**config.mk**
```make
export PLATFORM = sky130hd
export DESIGN_NAME = bitmap_range_reserve_core
export DESIGN_NICKNAME = d
export VERILOG_FILES = /design/src/rtl/brr_pkg.sv /design/src/rtl/bitmap_range_reserve_core.sv /design/src/rtl/brr_ram.sv /design/src/rtl/brr_ctrl.sv /design/src/rtl/brr_datapath.sv
export SDC_FILE = /design/constraint.sdc
export NUM_CORES = 1
export LEC_CHECK = 0
export BUFFER_PORTS_ARGS = -buffer_cell sky130_fd_sc_hd__buf_2
export CAP_MARGIN = 20
export CORE_UTILIZATION = 45
export CTS_CLUSTER_DIAMETER = 120
export DETAILED_ROUTE_END_ITERATION = 8
export SETUP_SLACK_MARGIN = 0.05
export SLEW_MARGIN = 5
export SYNTH_ARGS = -nofsm -noshare
export SYNTH_HDL_FRONTEND = slang
export SYNTH_HIERARCHICAL = 1
export SYNTH_SLANG_ARGS = --single-unit
```
**constraint.sdc**
```tcl
create_clock -name clk -period 5.26 [get_ports clk]
set_clock_uncertainty 0.05 [all_clocks]
set_input_delay 1.315 -clock clk [delete_from_list [all_inputs] [get_ports clk]]
set_output_delay 1.315 -clock clk [all_outputs]
set_load 0.01 [all_outputs]
```
**src/rtl/brr_pkg.sv**
```systemverilog
// ============================================================================
// brr_pkg
// Shared types and constants of the bitmap range reserve core: result codes
// and the command and status bundles between controller and datapath.
// ============================================================================
`default_nettype none

package brr_pkg;

    // Block numbers and range ends are carried in this many bits.
    localparam int BLK_W = 12;

    localparam logic [1:0] ST_RESERVED     = 2'd0;
    localparam logic [1:0] ST_OUT_OF_RANGE = 2'd1;
    localparam logic [1:0] ST_OCCUPIED     = 2'd2;
    localparam logic [1:0] ST_UNUSED       = 2'd3;

    localparam logic [10:0] TOTAL_BLOCKS_RESET = 11'd1024;

    typedef struct packed {
        logic       load;        // latch a new request
        logic       issue;       // read the map byte under the byte pointer
        logic       set_pass;    // the issued byte is to be written back
        logic       rewind;      // byte pointer back to the first byte
        logic       clear;       // write zero under the byte pointer
        logic       set_status;  // latch the result code
        logic [1:0] code;
    } cmd_t;

    typedef struct packed {
        logic oor;       // request at the input lies outside the pool
        logic zero;      // request at the input has a zero length
        logic at_last;   // byte pointer is on the last byte of the range
        logic clr_last;  // byte pointer is on the last byte of the map
        logic hit;       // some block of the range was found taken
    } sts_t;

endpackage

`default_nettype wire

```
**src/rtl/bitmap_range_reserve_core.sv**
```systemverilog
// ============================================================================
// bitmap_range_reserve_core
// Bitmap allocator: reserves a run of consecutive blocks if all are free.
//
//   channel   signals                                 transfer when
//   request   start, busy, start_block, block_count   start && !busy
//   result    done, status                            done (one cycle)
//   config    cfg_valid, cfg_ready, cfg_data          cfg_valid && cfg_ready
//
// A request that is out of range or has a zero length is answered from idle
// without a map access. A request that finds a taken block stops after the
// check pass. A reservation runs a check pass and then a set pass over the map
// bytes the range touches: one map byte per cycle through the single read port
// in the check pass and again in the set.
// After reset all (MAX_BLOCKS+7)/8 map bytes are cleared, one byte per cycle,
// while busy is high; configuration writes are taken at any time.
// The result receiver cannot stall: status is valid only while done is high.
// ============================================================================
`default_nettype none

module bitmap_range_reserve_core
    import brr_pkg::*;
#(
    parameter int MAX_BLOCKS = 1024
) (
    input  wire logic        clk,
    input  wire logic        rst_n,
    input  wire logic        start,
    output logic             busy,
    input  wire logic [9:0]  start_block,
    input  wire logic [10:0] block_count,
    output logic             done,
    output logic [1:0]       status,
    input  wire logic        cfg_valid,
    output logic             cfg_ready,
    input  wire logic [10:0] cfg_data
);

    cmd_t cmd;
    sts_t sts;

    assign cfg_ready = 1'b1;

    brr_ctrl u_ctrl (
        .clk   (clk),
        .rst_n (rst_n),
        .start (start),
        .sts   (sts),
        .cmd   (cmd),
        .busy  (busy),
        .done  (done)
    );

    brr_datapath #(
        .MAX_BLOCKS (MAX_BLOCKS)
    ) u_dp (
        .clk         (clk),
        .rst_n       (rst_n),
        .cmd         (cmd),
        .start_block (start_block),
        .block_count (block_count),
        .cfg_we      (cfg_valid && cfg_ready),
        .cfg_data    (cfg_data),
        .sts         (sts),
        .status      (status)
    );

    a_status_code: assert property (@(posedge clk) disable iff (!rst_n)
        done |-> status != ST_UNUSED)
        else $error("result carries the unused status code");

endmodule

`default_nettype wire

```
**src/rtl/brr_ram.sv**
```systemverilog
// ============================================================================
// brr_ram
// Generic simple dual-port RAM: one write port, one read port, registered
// read data.
// ============================================================================
`default_nettype none

module brr_ram #(
    parameter int WIDTH = 8,
    parameter int DEPTH = 128,
    parameter int AW    = (DEPTH > 1) ? $clog2(DEPTH) : 1
) (
    input  wire logic             clk,
    input  wire logic             we,
    input  wire logic [AW-1:0]    waddr,
    input  wire logic [WIDTH-1:0] wdata,
    input  wire logic             re,
    input  wire logic [AW-1:0]    raddr,
    output logic      [WIDTH-1:0] rdata
);

    logic [WIDTH-1:0] mem [DEPTH];

    always_ff @(posedge clk)
    begin
        if (we)
        begin
            mem[waddr] <= wdata;
        end
        if (re)
        begin
            rdata <= mem[raddr];
        end
    end

endmodule

`default_nettype wire

```
**src/rtl/brr_ctrl.sv**
```systemverilog
// ============================================================================
// brr_ctrl
// Sequencer of the reserve core: clearing pass after reset, range decision,
// check pass and set pass over the map bytes, and the result strobe.
// ============================================================================
`default_nettype none

module brr_ctrl
    import brr_pkg::*;
(
    input  wire logic clk,
    input  wire logic rst_n,
    input  wire logic start,
    input  wire sts_t sts,
    output cmd_t      cmd,
    output logic      busy,
    output logic      done
);

    typedef enum logic [6:0] {
        S_CLEAR    = 7'b0000001,
        S_IDLE     = 7'b0000010,
        S_CHECK    = 7'b0000100,
        S_CHK_WAIT = 7'b0001000,
        S_SET      = 7'b0010000,
        S_SET_WAIT = 7'b0100000,
        S_DONE     = 7'b1000000
    } state_t;

    state_t state_reg;
    state_t state_next;

    always_ff @(posedge clk or negedge rst_n)
    begin
        if (!rst_n)
        begin
            state_reg <= S_CLEAR;
        end
        else
        begin
            state_reg <= state_next;
        end
    end

    always_comb
    begin
        state_next = state_reg;
        cmd        = '0;
        case (state_reg)
            S_CLEAR:
            begin
                cmd.clear = 1'b1;
                if (sts.clr_last)
                begin
                    state_next = S_IDLE;
                end
            end
            S_IDLE:
            begin
                if (start)
                begin
                    cmd.load = 1'b1;
                    if (sts.oor)
                    begin
                        cmd.set_status = 1'b1;
                        cmd.code       = ST_OUT_OF_RANGE;
                        state_next     = S_DONE;
                    end
                    else if (sts.zero)
                    begin
                        cmd.set_status = 1'b1;
                        cmd.code       = ST_RESERVED;
                        state_next     = S_DONE;
                    end
                    else
                    begin
                        state_next = S_CHECK;
                    end
                end
            end
            S_CHECK:
            begin
                cmd.issue = 1'b1;
                if (sts.at_last)
                begin
                    state_next = S_CHK_WAIT;
                end
            end
            S_CHK_WAIT:
            begin
                // The last byte of the check pass is compared in this cycle.
                if (sts.hit)
                begin
                    cmd.set_status = 1'b1;
                    cmd.code       = ST_OCCUPIED;
                    state_next     = S_DONE;
                end
                else
                begin
                    cmd.rewind = 1'b1;
                    state_next = S_SET;
                end
            end
            S_SET:
            begin
                cmd.issue    = 1'b1;
                cmd.set_pass = 1'b1;
                if (sts.at_last)
                begin
                    state_next = S_SET_WAIT;
                end
            end
            S_SET_WAIT:
            begin
                cmd.set_status = 1'b1;
                cmd.code       = ST_RESERVED;
                state_next     = S_DONE;
            end
            S_DONE:
            begin
                state_next = S_IDLE;
            end
            default:
            begin
                state_next = S_IDLE;
            end
        endcase
    end

    assign busy = (state_reg != S_IDLE);
    assign done = (state_reg == S_DONE);

    a_accept_busy: assert property (@(posedge clk) disable iff (!rst_n)
        start && !busy |=> busy)
        else $error("accepted request did not make the core busy");

    a_done_single: assert property (@(posedge clk) disable iff (!rst_n)
        done |=> !done && !busy)
        else $error("result strobe lasted more than one cycle");

    a_no_issue_when_done: assert property (@(posedge clk) disable iff (!rst_n)
        (cmd.issue || cmd.clear) |-> !done && busy)
        else $error("map access outside a pass");

endmodule

`default_nettype wire

```
**src/rtl/brr_datapath.sv**
```systemverilog
// ============================================================================
// brr_datapath
// Pool size register, range check, byte pointer, per-byte masks and the
// occupancy map RAM with its one-deep read pipeline.
// ============================================================================
`default_nettype none

module brr_datapath
    import brr_pkg::*;
#(
    parameter int MAX_BLOCKS = 1024
) (
    input  wire logic        clk,
    input  wire logic        rst_n,
    input  wire cmd_t        cmd,
    input  wire logic [9:0]  start_block,
    input  wire logic [10:0] block_count,
    input  wire logic        cfg_we,
    input  wire logic [10:0] cfg_data,
    output sts_t             sts,
    output logic [1:0]       status
);

    localparam int MAP_BYTES = (MAX_BLOCKS + 7) / 8;
    localparam int ADDR_W    = (MAP_BYTES > 1) ? $clog2(MAP_BYTES) : 1;
    localparam int MAXB_W    = $clog2(MAX_BLOCKS + 1);
    localparam int CMP_W     = (MAXB_W > BLK_W) ? MAXB_W : BLK_W;

    logic [10:0]       total_blocks_reg;
    logic [CMP_W-1:0]  limit;
    logic [BLK_W-1:0]  blk_end;
    logic [BLK_W-1:0]  blk_last;

    logic [2:0]        start_lo_reg;
    logic [2:0]        last_lo_reg;
    logic [ADDR_W-1:0] first_reg;
    logic [ADDR_W-1:0] last_reg;
    logic [ADDR_W-1:0] cur_reg;
    logic [ADDR_W-1:0] cur_next;
    logic              hit_reg;
    logic              hit_now;
    logic [1:0]        status_reg;

    logic              pipe_vld_reg;
    logic              pipe_set_reg;
    logic [ADDR_W-1:0] pipe_addr_reg;
    logic [7:0]        pipe_mask_reg;
    logic [7:0]        cur_mask;

    logic              ram_we;
    logic [ADDR_W-1:0] ram_waddr;
    logic [7:0]        ram_wdata;
    logic [7:0]        ram_rdata;

    function automatic logic [ADDR_W-1:0] byte_index(input logic [BLK_W-1:0] blk);
        logic [ADDR_W+BLK_W-4:0] ext;
        ext = {{ADDR_W{1'b0}}, blk[BLK_W-1:3]};
        return ext[ADDR_W-1:0];
    endfunction

    // ---------------------------------------------------------------- range

    always_ff @(posedge clk or negedge rst_n)
    begin
        if (!rst_n)
        begin
            total_blocks_reg <= TOTAL_BLOCKS_RESET;
        end
        else if (cfg_we)
        begin
            total_blocks_reg <= cfg_data;
        end
    end

    assign limit = (CMP_W'(total_blocks_reg) > CMP_W'(MAX_BLOCKS))
                 ? CMP_W'(MAX_BLOCKS) : CMP_W'(total_blocks_reg);
    assign blk_end  = BLK_W'(start_block) + BLK_W'(block_count);
    assign blk_last = blk_end - BLK_W'(1);

    assign sts.oor  = (CMP_W'(start_block) > limit) || (CMP_W'(blk_end) > limit);
    assign sts.zero = (block_count == '0);

    // ------------------------------------------------------------- pointers

    always_ff @(posedge clk)
    begin
        if (cmd.load)
        begin
            start_lo_reg <= start_block[2:0];
            last_lo_reg  <= blk_last[2:0];
            first_reg    <= byte_index(BLK_W'(start_block));
            last_reg     <= byte_index(blk_last);
        end
        if (cmd.set_status)
        begin
            status_reg <= cmd.code;
        end
        pipe_addr_reg <= cur_reg;
        pipe_mask_reg <= cur_mask;
    end

    always_comb
    begin
        cur_next = cur_reg;
        if (cmd.load)
        begin
            cur_next = byte_index(BLK_W'(start_block));
        end
        else if (cmd.rewind)
        begin
            cur_next = first_reg;
        end
        else if (cmd.issue || cmd.clear)
        begin
            cur_next = cur_reg + ADDR_W'(1);
        end
    end

    always_ff @(posedge clk or negedge rst_n)
    begin
        if (!rst_n)
        begin
            cur_reg      <= '0;
            hit_reg      <= 1'b0;
            pipe_vld_reg <= 1'b0;
            pipe_set_reg <= 1'b0;
        end
        else
        begin
            cur_reg      <= cur_next;
            hit_reg      <= cmd.load ? 1'b0 : hit_now;
            pipe_vld_reg <= cmd.issue;
            pipe_set_reg <= cmd.set_pass;
        end
    end

    assign sts.at_last  = (cur_reg == last_reg);
    assign sts.clr_last = (cur_reg == ADDR_W'(MAP_BYTES - 1));

    // Blocks of the range in the current byte; the lowest block is bit 7.
    always_comb
    begin
        logic [2:0] lo;
        logic [2:0] hi;
        lo = (cur_reg == first_reg) ? start_lo_reg : 3'd0;
        hi = (cur_reg == last_reg) ? last_lo_reg : 3'd7;
        for (int o = 0; o < 8; o++)
        begin
            cur_mask[7 - o] = (3'(o) >= lo) && (3'(o) <= hi);
        end
    end

    assign hit_now = hit_reg
                   || (pipe_vld_reg && !pipe_set_reg && ((ram_rdata & pipe_mask_reg) != '0));
    assign sts.hit = hit_now;

    // ------------------------------------------------------------------ map

    assign ram_we    = cmd.clear || (pipe_vld_reg && pipe_set_reg);
    assign ram_waddr = cmd.clear ? cur_reg : pipe_addr_reg;
    assign ram_wdata = cmd.clear ? 8'h00 : (ram_rdata | pipe_mask_reg);

    brr_ram #(
        .WIDTH (8),
        .DEPTH (MAP_BYTES)
    ) u_map (
        .clk   (clk),
        .we    (ram_we),
        .waddr (ram_waddr),
        .wdata (ram_wdata),
        .re    (cmd.issue),
        .raddr (cur_reg),
        .rdata (ram_rdata)
    );

    assign status = status_reg;

    // A write-back never targets the byte read in the same cycle.
    a_no_rmw_collision: assert property (@(posedge clk) disable iff (!rst_n)
        cmd.issue && pipe_vld_reg && pipe_set_reg |-> cur_reg != pipe_addr_reg)
        else $error("set pass reads the byte it is writing");

    a_set_after_clean_check: assert property (@(posedge clk) disable iff (!rst_n)
        pipe_vld_reg && pipe_set_reg |-> !hit_reg)
        else $error("set pass running after a taken block was found");

endmodule

`default_nettype wire

```
==> flow_metrics.tcl <==
set metrics [dict create \
    status "complete, no violations" \
    post_cts_buffers 0 \
    place_hpwl_um 61500 \
    hold_path_depth 1 \
    rr_worst_depth 9 \
    hold_buffers 0 \
    cts_tree "yes" \
    drt_first_iter_violations 2064 \
    portBuffers 39 \
    r2r_start "u_ctrl/state_reg[4]" \
    setup_tns_ns 0 \
    cts_root_buf "clkbuf_16" \
    syn_nets 2106 \
    drv_slew 0 \
    p_leak_uw 0.0178 \
    ys_warn_count 6 \
    ff2ff_setup_slack_ns 1.05 \
    htreeDepth 3 \
    grt.total_usage 0.205 \
    ys_seq_area_frac 0.745 \
    max_freq_mhz 237 \
    fin_nets 2228 \
    die_x_um 314 \
    fin_ws_ns 1.05 \
    initial_core_util 0.454 \
    dpl_worst_slack_ns 0.427 \
    fin_crit_sh 0.801 \
    endpoint_kind "register" \
    worstReg2RegEnd "u_dp/u_map/mem[14][2]" \
    drt_first_pass_iters 5 \
    viasPerCell 5.89 \
    grt-ovfl-total 0 \
    die_h_um 314 \
    die-area_mm2 0.0987 \
    numCtsBuffers 111 \
    syn2layout_area_growth_pct 13.4 \
    cts-resized-gates 0 \
    hold_viol_final 0 \
    wire_per_inst_um 28.2 \
    grt_antenna_before_repair 1 \
    largest_reg_flops 1024 \
    grt_start_max_net_pins 109 \
    synth_top_area_frac 0.722 \
    powerDensity_mw_per_mm2 453 \
    gp_congestion 0.820 \
    synthDistinctLibCells 72 \
    cp.arrival_ns 4.46 \
    drive_above_1_share 0.301 \
    grt_pass1_wl_um 146000 \
    final_util 0.515 \
    core_mm2 0.0966 \
    clock_latency_ns 0.69 \
    ir_worst_vdd_mv 0.292 \
    final_antenna_net_count 0 \
    syn-cell-area_mm2 0.0439 \
    endpoint "u_dp/u_map/mem[14][2]" \
    syn_inst 2036 \
    synth_area_leader_cell "edfxtp_1" \
    critPathLaunchType "register" \
    min_path_type "reg -> reg" \
    synth_edf_count 1054 \
    cap_violations 0 \
    min_period_ns 4.21 \
    critPathKind "reg -> reg" \
    setup_viol 0 \
    tightest_slew_ns 1.05 \
    synth_area_leaders "edfxtp_1 72%, mux4_2 17%, dfrtp_1 1.5%" \
    vias 20800 \
    cp-startpoint "u_ctrl/state_reg[4]" \
    clkSinkCount 1097 \
    diodes 0 \
    first_global_vias 21100 \
    synth_area_per_cell_um2 21.5 \
    clk_path_buf_depth 3 \
    slew_headroom 0.296 \
    synth_flop_cell "edfxtp_1" \
    io_pins 41 \
    path_clk_slew_ns 0.06 \
    crit_fanout 19 \
    core.rowCount 114 \
    totalWireLength_um 99600 \
    drc 0 \
    rsz0062_at_grt "false" \
    yosys_register_bits 1097 \
    synthArstFlopShare 0.0255 \
    critPathRequiredTime_ns 5.51 \
]
-- cell type report --
type                            instances  area, um2
Inverter                               21       78.8
Timing Repair Buffer                  112        958
Multi-Input combinational cell        815      10700
Sequential cell                      1097      32700
Fill cell                            7458      46900
Clock inverter                         71        772
Tap cell                             1276       1600
Clock buffer                          140       2920
-- logic make-up after synthesis --
kind of cell,count (synthesis),synth area share
adder cells (fa/ha/maj),34,0.00987
AO/OA/AOI/OAI,77,0.0121
AND/OR/NAND/NOR,296,0.0317
XOR/XNOR,36,0.00770
other,1,0.0000855
multiplexers,371,0.181
flip-flops,1097,0.745
buffers and inverters,124,0.0126
-- stage by stage --
step | hold slack, ns | total power, uW | area, um2 | cells
2_1_floorplan | 0.314 | 13400 | 43900 | 2036
3_3_place_gp | 0.440 | 14800 | 45900 | 3318
3_5_place_dp | 0.445 | 14800 | 45900 | 3318
4_1_cts | 0.458 | 22800 | 49600 | 3529
5_1_grt | 0.470 | 23300 | 49700 | 3532
6_report | 0.454 | 22500 | 49700 | 3532
-- worst min path at each step --
| stage | end | start | slack [ns] |
|---|---|---|---|
| floorplan | u_dp/pipe_addr_reg[3] | u_dp/cur_reg[3] | 0.31 |
| global placement | u_dp/total_blocks_reg[0] | u_dp/total_blocks_reg[0] | 0.44 |
| detailed placement | u_dp/total_blocks_reg[0] | u_dp/total_blocks_reg[0] | 0.45 |
| CTS | u_dp/total_blocks_reg[0] | u_dp/total_blocks_reg[0] | 0.46 |
| global route | u_dp/total_blocks_reg[0] | u_dp/total_blocks_reg[0] | 0.47 |
| finish | u_dp/total_blocks_reg[0] | u_dp/total_blocks_reg[0] | 0.45 |
-- per-layer routing --
metal | GRT usage | vias to the layer above | share of wire
li1 | - | 8741 | -
met1 | 0.301 | 11300 | 0.44
met2 | 0.327 | 672 | 0.49
met3 | 0.0284 | 118 | 0.056
met4 | 0.0479 | 0 | 0.017
met5 | 0 | - | 0
-- worst max-delay path, cell delays in order (launching register included) --
cell	delay, ns
dfrtp_1	0.48
nor3_1	0.32
nand2_1	0.14
nor3b_2	0.17
buf_4	0.40
mux2_2	0.55
nor2b_1	0.31
nand3_1	0.31
buf_4	0.33
nor2_1	0.72
-- power breakdown --
part | internal (uW) | switching, uW | leakage (uW)
Clock | 4640 | 3300 | 0.00179
Combinational | 2110 | 2470 | 0.00386
Sequential | 9690 | 304 | 0.0122
Total | 16400 | 6070 | 0.0178
-- Yosys cell counts, types with 7 or more instances --
cell type  instances
nand4_1           11
xnor2_1           19
edfxtp_1        1054
xor2_1            14
buf_1             20
clkbuf_1          52
ha_1              33
nor3_1            13
buf_2             15
dfrtp_1           26
nor2_1           158
mux2i_1            7
a21oi_1           16
dfxtp_1           15
nor2b_1           14
buf_4             14
mux4_2           336
nand2_1           45
nand3_1           21
inv_1             21
o21ai_0           14
mux2_2            28
-- cells in the final DEF (no fill, tap or decap), drive strengths merged, types with 6 or more instances in the layout --
cell type and n:
nor2b 14, a21oi 17, buf 112, edfxtp 1054, nand2 45, nand4 11
nor3 13, ha 33, mux4 336, xnor2 20, xor2 16, inv 29
o21ai 19, clkinvlp 7, mux2 28, a21o 6, bufinv 14, mux2i 7
dfrtp 26, nand3 22, a22oi 6, nor2 160, clkbuf 140, dfxtp 15
clkinv 42, nor4 8
Power figures use the tool's default switching activity.
